===== config.mk =====
export PLATFORM = sky130hd
export DESIGN_NAME = head_temp_guard_and_dwell_scale_unit_flat
export DESIGN_NICKNAME = d
export VERILOG_FILES = /design/src/rtl/core/htg_pkg.sv /design/src/rtl/core/htg_in_if.sv /design/src/rtl/core/htg_out_if.sv /design/src/rtl/core/htg_cfg_if.sv /design/src/rtl/core/htg_cfg_regs.sv /design/src/rtl/core/htg_median.sv /design/src/rtl/core/htg_guard.sv /design/src/rtl/core/head_temp_guard_and_dwell_scale_unit.sv /design/src/flat_wrapper.sv
export VERILOG_INCLUDE_DIRS = /design/src /design/src/rtl/core
export SDC_FILE = /design/constraint.sdc
export NUM_CORES = 1
export LEC_CHECK = 0
export BUFFER_PORTS_ARGS = -buffer_cell sky130_fd_sc_hd__buf_2
export CORE_AREA = 2 2 91 158
export DETAILED_ROUTE_END_ITERATION = 6
export DIE_AREA = 0 0 93 160
export PLACE_DENSITY = 0.7
export SYNTH_ARGS = -nofsm -noshare
export SYNTH_HDL_FRONTEND = slang
export SYNTH_SLANG_ARGS = --single-unit

===== constraint.sdc =====
create_clock -name clk -period 9.3 [get_ports clk]
set_input_delay 1.395 -clock clk [delete_from_list [all_inputs] [get_ports clk]]
set_output_delay 1.395 -clock clk [all_outputs]
set_load 0.02 [all_outputs]

===== src/rtl/core/assert_macros.svh =====
// Assertion macros used by the head temperature guard RTL.
// Depends on nothing; included by modules that carry assertions.
`ifndef ASSERT_MACROS_SVH
`define ASSERT_MACROS_SVH

// same-cycle implication, disabled in reset
`define HTG_ASSERT_IMPLY(lbl, clk, rstn, ante, cons) \
  lbl: assert property (@(posedge clk) disable iff (!rstn) (ante) |-> (cons)) \
    else $error("htg assertion failed");

// next-cycle implication, disabled in reset
`define HTG_ASSERT_NEXT(lbl, clk, rstn, ante, cons) \
  lbl: assert property (@(posedge clk) disable iff (!rstn) (ante) |=> (cons)) \
    else $error("htg assertion failed");

`endif


===== src/rtl/core/htg_pkg.sv =====
// Package for the head temperature guard: types, constants, dwell table.
// Depends on nothing.
`default_nettype none

package htg_pkg;

  localparam int AdcW   = 12;
  localparam int DwellW = 9;
  localparam int CfgIdxW = 2;

  localparam logic [AdcW-1:0]   AdcMax      = 12'd4095;
  localparam logic [AdcW-1:0]   LimitRst    = 12'd3240;
  localparam logic [AdcW-1:0]   ResumeRst   = 12'd2862;
  localparam logic [AdcW-1:0]   ColdRst     = 12'd1638;
  localparam logic [DwellW-1:0] DwellFull   = 9'd320;
  localparam logic [DwellW-1:0] DwellMin    = 9'd160;

  typedef logic [AdcW-1:0] adc_t;

  typedef enum logic [CfgIdxW-1:0] {
    RegLimit   = 2'd0,
    RegResume  = 2'd1,
    RegCold    = 2'd2,
    RegHotHigh = 2'd3
  } cfg_reg_t;

  typedef struct packed {
    adc_t limit_level;
    adc_t resume_level;
    adc_t cold_level;
    logic hotter_reads_higher;
  } cfg_t;

  typedef struct packed {
    adc_t sample_first;
    adc_t sample_second;
    adc_t sample_third;
  } in_item_t;

  typedef struct packed {
    adc_t              hot_reading;
    adc_t              pin_reading;
    logic              print_allowed;
    logic [DwellW-1:0] dwell_scale;
  } out_item_t;

  typedef struct packed {
    adc_t pin;
    adc_t hot;
  } reading_t;

  function automatic logic [DwellW-1:0] dwell_lookup(input logic [4:0] idx);
    logic [DwellW-1:0] d;
    unique case (idx)
      5'd13:   d = 9'd313;
      5'd14:   d = 9'd302;
      5'd15:   d = 9'd292;
      5'd16:   d = 9'd281;
      5'd17:   d = 9'd270;
      5'd18:   d = 9'd259;
      5'd19:   d = 9'd247;
      5'd20:   d = 9'd235;
      5'd21:   d = 9'd222;
      5'd22:   d = 9'd208;
      5'd23:   d = 9'd192;
      5'd24:   d = 9'd175;
      5'd25, 5'd26, 5'd27, 5'd28, 5'd29, 5'd30, 5'd31: d = DwellMin;
      default: d = DwellFull;
    endcase
    return d;
  endfunction

endpackage

`default_nettype wire


===== src/rtl/core/htg_in_if.sv =====
// Input channel interface: three ADC samples per transaction.
// Depends on htg_pkg.
`default_nettype none

interface htg_in_if;
  import htg_pkg::*;
  logic     valid;
  logic     ready;
  in_item_t data;
  modport source (output valid, output data, input ready);
  modport sink (input valid, input data, output ready);
endinterface

`default_nettype wire


===== src/rtl/core/htg_out_if.sv =====
// Result channel interface: reading, pin reading, print flag, dwell scale.
// Depends on htg_pkg.
`default_nettype none

interface htg_out_if;
  import htg_pkg::*;
  logic      valid;
  logic      ready;
  out_item_t data;
  modport source (output valid, output data, input ready);
  modport sink (input valid, input data, output ready);
endinterface

`default_nettype wire


===== src/rtl/core/htg_cfg_if.sv =====
// Configuration write channel interface: register index and write data.
// Depends on htg_pkg.
`default_nettype none

interface htg_cfg_if;
  import htg_pkg::*;
  logic                valid;
  logic                ready;
  logic [CfgIdxW-1:0]  index;
  adc_t                wdata;
  modport source (output valid, output index, output wdata, input ready);
  modport sink (input valid, input index, input wdata, output ready);
endinterface

`default_nettype wire


===== src/rtl/core/htg_cfg_regs.sv =====
// Configuration register file of the head temperature guard.
// Depends on htg_pkg and htg_cfg_if.
`default_nettype none

module htg_cfg_regs (
  input  wire logic   clk,
  input  wire logic   rst_n,
  htg_cfg_if.sink     cfg_if,
  output htg_pkg::cfg_t cfg
);
  import htg_pkg::*;

  cfg_t cfg_r, cfg_nxt;

  assign cfg_if.ready = 1'b1;
  assign cfg = cfg_r;

  always_comb begin
    cfg_nxt = cfg_r;
    if (cfg_if.valid) begin
      unique case (cfg_reg_t'(cfg_if.index))
        RegLimit:   cfg_nxt.limit_level         = cfg_if.wdata;
        RegResume:  cfg_nxt.resume_level        = cfg_if.wdata;
        RegCold:    cfg_nxt.cold_level          = cfg_if.wdata;
        RegHotHigh: cfg_nxt.hotter_reads_higher = cfg_if.wdata[0];
        default:    cfg_nxt = cfg_r;
      endcase
    end
  end

  always_ff @(posedge clk) begin
    if (!rst_n) begin
      cfg_r.limit_level         <= LimitRst;
      cfg_r.resume_level        <= ResumeRst;
      cfg_r.cold_level          <= ColdRst;
      cfg_r.hotter_reads_higher <= 1'b1;
    end else begin
      cfg_r <= cfg_nxt;
    end
  end

endmodule

`default_nettype wire


===== src/rtl/core/htg_median.sv =====
// Median of three samples and optional inversion to a hotter-is-higher reading.
// Depends on htg_pkg.
`default_nettype none

module htg_median (
  input  wire htg_pkg::in_item_t item,
  input  wire logic              hotter_reads_higher,
  output htg_pkg::reading_t      rd
);
  import htg_pkg::*;

  adc_t lo_ab, hi_ab, mid_hc;

  always_comb begin
    lo_ab  = (item.sample_first < item.sample_second) ? item.sample_first
                                                       : item.sample_second;
    hi_ab  = (item.sample_first < item.sample_second) ? item.sample_second
                                                       : item.sample_first;
    mid_hc = (hi_ab < item.sample_third) ? hi_ab : item.sample_third;
    rd.pin = (lo_ab > mid_hc) ? lo_ab : mid_hc;
    rd.hot = hotter_reads_higher ? rd.pin : (AdcMax - rd.pin);
  end

endmodule

`default_nettype wire


===== src/rtl/core/htg_guard.sv =====
// Over-temperature latch with hysteresis, dwell scale and result register.
// Depends on htg_pkg and assert_macros.svh.
`default_nettype none

module htg_guard (
  input  wire logic              clk,
  input  wire logic              rst_n,
  input  wire htg_pkg::cfg_t     cfg,
  input  wire logic              rd_valid,
  input  wire htg_pkg::reading_t rd,
  input  wire logic              out_ready,
  output logic                   take,
  output logic                   out_valid,
  output htg_pkg::out_item_t     out_data
);
  import htg_pkg::*;
  `include "assert_macros.svh"

  logic              latch_r, latch_nxt;
  logic              out_valid_r, out_valid_nxt;
  out_item_t         out_data_r;
  logic [DwellW-1:0] dwell;
  logic              adv;

  assign take      = !out_valid_r || out_ready;
  assign adv       = take && rd_valid;
  assign out_valid = out_valid_r;
  assign out_data  = out_data_r;

  always_comb begin
    if (latch_r) begin
      latch_nxt = !(rd.hot <= cfg.resume_level);
    end else begin
      latch_nxt = (rd.hot >= cfg.limit_level);
    end
    priority if (rd.hot <= cfg.cold_level) begin
      dwell = DwellFull;
    end else if (rd.hot >= cfg.limit_level) begin
      dwell = DwellMin;
    end else begin
      dwell = dwell_lookup(rd.hot[AdcW-1:AdcW-5]);
    end
    out_valid_nxt = take ? rd_valid : out_valid_r;
  end

  always_ff @(posedge clk) begin
    if (!rst_n) begin
      latch_r     <= 1'b0;
      out_valid_r <= 1'b0;
    end else begin
      out_valid_r <= out_valid_nxt;
      if (adv) begin
        latch_r <= latch_nxt;
      end
    end
  end

  always_ff @(posedge clk) begin
    if (adv) begin
      out_data_r.hot_reading   <= rd.hot;
      out_data_r.pin_reading   <= rd.pin;
      out_data_r.print_allowed <= !latch_nxt;
      out_data_r.dwell_scale   <= dwell;
    end
  end

  `HTG_ASSERT_IMPLY(a_flag_tracks_latch, clk, rst_n, out_valid_r,
    out_data_r.print_allowed == !latch_r)
  `HTG_ASSERT_NEXT(a_latch_holds_idle, clk, rst_n, !adv, $stable(latch_r))
  `HTG_ASSERT_IMPLY(a_dwell_range, clk, rst_n, out_valid_r,
    (out_data_r.dwell_scale >= DwellMin) && (out_data_r.dwell_scale <= DwellFull))
  `HTG_ASSERT_IMPLY(a_hot_from_pin, clk, rst_n, out_valid_r,
    (out_data_r.hot_reading == out_data_r.pin_reading) ||
    (out_data_r.hot_reading == ~out_data_r.pin_reading))

endmodule

`default_nettype wire


===== src/rtl/core/head_temp_guard_and_dwell_scale_unit.sv =====
// Head temperature guard and dwell scale, top level.
// Registers from input transaction to result valid: input register, then result register.
// Throughput: one transaction per cycle unless the output stalls; single compare/latch pass.
// Reset (synchronous, rst_n low): clears both valid stages and the over-temperature latch,
// and loads the configuration registers with their default levels.
`default_nettype none

module head_temp_guard_and_dwell_scale_unit (
  input  wire logic clk,
  input  wire logic rst_n,
  htg_in_if.sink    in_if,
  htg_out_if.source out_if,
  htg_cfg_if.sink   cfg_if
);
  import htg_pkg::*;

  cfg_t     cfg;
  logic     in_valid_r, in_valid_nxt;
  in_item_t in_data_r;
  reading_t rd;
  logic     take;

  assign in_if.ready  = !in_valid_r || take;
  assign in_valid_nxt = in_if.ready ? in_if.valid : in_valid_r;

  always_ff @(posedge clk) begin
    if (!rst_n) begin
      in_valid_r <= 1'b0;
    end else begin
      in_valid_r <= in_valid_nxt;
    end
  end

  always_ff @(posedge clk) begin
    if (in_if.valid && in_if.ready) begin
      in_data_r <= in_if.data;
    end
  end

  htg_cfg_regs u_cfg (
    .clk    (clk),
    .rst_n  (rst_n),
    .cfg_if (cfg_if),
    .cfg    (cfg)
  );

  htg_median u_median (
    .item                (in_data_r),
    .hotter_reads_higher (cfg.hotter_reads_higher),
    .rd                  (rd)
  );

  htg_guard u_guard (
    .clk       (clk),
    .rst_n     (rst_n),
    .cfg       (cfg),
    .rd_valid  (in_valid_r),
    .rd        (rd),
    .out_ready (out_if.ready),
    .take      (take),
    .out_valid (out_if.valid),
    .out_data  (out_if.data)
  );

endmodule

`default_nettype wire


===== src/flat_wrapper.sv =====
// flat-port wrapper written by rule: the top's interface ports become plain ports
module head_temp_guard_and_dwell_scale_unit_flat import htg_pkg::*;
  (clk, rst_n, in_if_valid, in_if_data, in_if_ready, out_if_valid, out_if_data, out_if_ready, cfg_if_valid, cfg_if_index, cfg_if_wdata, cfg_if_ready);
  htg_in_if in_if_i ();
  htg_out_if out_if_i ();
  htg_cfg_if cfg_if_i ();
  input  wire logic clk;
  input  wire logic rst_n;
  input wire logic [$bits(in_if_i.valid)-1:0] in_if_valid;
  input wire logic [$bits(in_if_i.data)-1:0] in_if_data;
  output wire logic [$bits(in_if_i.ready)-1:0] in_if_ready;
  output wire logic [$bits(out_if_i.valid)-1:0] out_if_valid;
  output wire logic [$bits(out_if_i.data)-1:0] out_if_data;
  input wire logic [$bits(out_if_i.ready)-1:0] out_if_ready;
  input wire logic [$bits(cfg_if_i.valid)-1:0] cfg_if_valid;
  input wire logic [$bits(cfg_if_i.index)-1:0] cfg_if_index;
  input wire logic [$bits(cfg_if_i.wdata)-1:0] cfg_if_wdata;
  output wire logic [$bits(cfg_if_i.ready)-1:0] cfg_if_ready;
  assign in_if_i.valid = in_if_valid;
  assign in_if_i.data = in_if_data;
  assign in_if_ready = in_if_i.ready;
  assign out_if_valid = out_if_i.valid;
  assign out_if_data = out_if_i.data;
  assign out_if_i.ready = out_if_ready;
  assign cfg_if_i.valid = cfg_if_valid;
  assign cfg_if_i.index = cfg_if_index;
  assign cfg_if_i.wdata = cfg_if_wdata;
  assign cfg_if_ready = cfg_if_i.ready;
  head_temp_guard_and_dwell_scale_unit u_core (.clk(clk), .rst_n(rst_n), .in_if(in_if_i), .out_if(out_if_i), .cfg_if(cfg_if_i));
endmodule

==> metrics.cfg <==
[placed_design]
dp_hpwl_microns=12100
routabilityCongestion=0.921
io_buffer_count=90

[worst_hold_path]
whs_path_depth=2
hp-class=reg2reg

[grt]
met1_usage_pct=22.6
antenna_found_initial=0
grt_pass1_vias=5370
top_usage_layer=met2
grtUsageMet3_pct=3.30
grt_max_degree=41
grt_pass1_wl_microns=25500
grt.overflow.total=0
met2_usage_pct=40.2
grt_usage_pct=21.8

[critical_path]
slowest_delay_ns=0.64
crit_path_end_kind=register
critPathKind=reg2reg
crit_required_ns=9.47
critPathArrivalTime_ns=8.80
crit_slowest_cell=o41ai_4
cp-start-kind=register
critPathMaxFanout=22
critPathMostFrequentCell=ha_1
reg2reg_depth=30

[synthesis]
synth_commonest_cells=nand2_1 (82), ha_1 (74), inv_1 (71)
yosys_register_bits=110
synthCells=663
avgSynthCellArea_sq_um=10.1
yosysWarnings=0
synth-edff-count=70
ys.flop_type=edfxtp_1
synth_area_leaders=edfxtp_1 (31%), ha_1 (14%), dfxtp_1 (12%)
syn_area_sq_um=6680
synth_cell_types=75
ys_seq_area_share_pct=43.4
syn-num-nets=792
synth_top_area_share_pct=31.4
synth-async-reset-ratio_pct=0
synth_most_common_cell=nand2_1
yosysTopAreaCell=edfxtp_1

[layout]
fillers=1253
diodes=0
drive_gt1_share_pct=19.8
fin_nets=877
area_delta_synth_final_pct=14.6

[clocking]
clk_pin_slew_ns=0.07
cts_tree=yes
cts_max_level=3
clockRootBuffer=clkbuf_16
clock-sinks=110
worstSkewPairLatency_ns=0.36
cts_buffer_depth=2
cts_buffers=9
postCtsSetupRepairBufs=0

[timing]
fin_skew_ns=0.0128
finalHoldViolations=0
rsz0062_at_grt=no
worstMarginPinSlew_ns=1.07
fin_crit_sh_pct=92.8
fmax_mhz=116
final.min_clock_period_ns=8.63
maxSlewHeadroom_pct=28.4
setup_viol=0
slew_violations=0
final.setup.tns_ns=0

[pwr]
ir_worst_vdd_v=0.0000976
power_uw=1840
pwr_density_cell_nw_per_um2=241
leakagePower_uw=0.00338

[drt]
via_per_inst=5.64
firstDrtPassIters=7
wl_per_cell_microns=16.8
vias=5246
drtIter0Drc=311
drt-total-wl_microns=15600
drc=0
ant_nets=0

[floorplan]
die_w_microns=93
row_count=57
dieArea_sq_um=14900
core_sq_um=13700
die_h_microns=160
boundaryPins=92
initial_core_util_pct=48.8

[run_status]
status=completed

[job]
drv_cap=0

layout by cell type (no fill, tap or decap), types with 4 or more instances in the layout:
cell	instances
nand2b_1	7
a31oi_1	4
nor4_1	7
nand3_1	8
mux2i_1	18
a211oi_1	5
ha_1	74
clkbuf_16	10
dfxtp_1	40
o211ai_1	20
nor2_1	15
mux2_2	8
nor2b_1	7
nor3_1	6
nand4_1	13
o21ai_1	6
o21a_1	6
o21ai_0	32
a21o_1	14
buf_2	90
xnor2_1	12
a21oi_1	25
a21boi_0	18
edfxtp_1	70
nand2_1	82
inv_1	71
buf_4	12
layout make-up:
| class | count | area [sq um] | share of cell area, % |
|---|---|---|---|
| repair buffers | 102 | 541 | 7.05 |
| clock inverters | 5 | 70.1 | 0.914 |
| well taps | 177 | 221 | 2.89 |
| multi-input cells | 450 | 3380 | 44.1 |
| clock buffers | 11 | 264 | 3.45 |
| flip-flops and latches | 110 | 2900 | 37.9 |
| inverters | 75 | 283 | 3.69 |
metal layers:
| metal | part of all wire [%] | up-vias |
|---|---|---|
| li1 | - | 2563 |
| met1 | 36 | 2461 |
| met2 | 55 | 162 |
| met3 | 3.6 | 60 |
| met4 | 5.7 | 0 |
| met5 | 0 | - |
worst max-delay path, delay by kind of cell, from the launching register on:
kind                     cells  cell delay [ns]
multiplexers                 1             0.30
flip-flops                   1             0.44
buffers and inverters        3             0.66
AO/OA/AOI/OAI               12             3.21
adder cells (fa/ha/maj)      4             1.10
XOR/XNOR                     1             0.19
AND/OR/NAND/NOR              9             2.53
path summary, 6_finish.rpt:
kind                                                   startpoint                                        to  slack (ns)
worst max-delay path               u_core.in_data_r[35]$_DFFE_PP_  u_core.u_guard.out_data[2]$_SDFFCE_PP0P_        0.67
worst min-delay path            u_core.u_cfg.cfg[23]$_SDFFE_PN0P_         u_core.u_cfg.cfg[23]$_SDFFE_PN0P_        0.47
worst max register to register     u_core.in_data_r[35]$_DFFE_PP_  u_core.u_guard.out_data[2]$_SDFFCE_PP0P_        0.67
worst min register to register  u_core.u_cfg.cfg[23]$_SDFFE_PN0P_         u_core.u_cfg.cfg[23]$_SDFFE_PN0P_        0.47
report_power, final:
group | switching, uW | total, uW | internal (uW)
combinational | 498 | 814 | 316
clock | 185 | 423 | 238
sequential | 16.6 | 607 | 590
state kept, by name, indices dropped and copies added, names as in the netlist:
name and cells:
u_core.u_guard.out_valid 1, u_core.in_data_r 36, u_core.u_cfg.cfg 37, u_core.u_guard.latch_r 1, u_core.u_guard.out_data 34, u_core.in_valid_r 1
cells by family (layout without fill, tap and decap cells):
logic type	Yosys count	in the layout	share of synthesized area, %
flops	110	110	43.4
other cells	1	1	0.0561
compound gates	162	162	17.3
xor+xnor	12	12	1.57
simple gates	170	170	12.4
fa+ha+maj	74	74	13.9
mux	31	31	5.09
buf+inv	103	193	6.27
what timing repair did:
| action | in CTS | in global routing |
|---|---|---|
| gates resized for setup | 0 | 7 |
| hold buffers | 0 | 0 |
| setup endpoints to repair | 0 | 7 |
| endpoints found under the hold margin | 0 | 0 |
through the flow:
step | hold slack, ns | worst slack (ns) | std cells | utilization (%) | cell area (sq um)
2_1_floorplan | 0.443 | 1.48 | 663 | - | 6680
5_1_grt | 0.496 | 0.0203 | 930 | 56.0 | 7660
3_5_place_dp | 0.465 | 0.323 | 914 | 53.4 | 7320
6_report | 0.473 | 0.672 | 930 | 56.0 | 7660
3_3_place_gp | 0.456 | 0.553 | 914 | 53.4 | 7320
4_1_cts | 0.476 | 0.303 | 930 | 55.9 | 7650
Power figures use the tool's default switching activity.
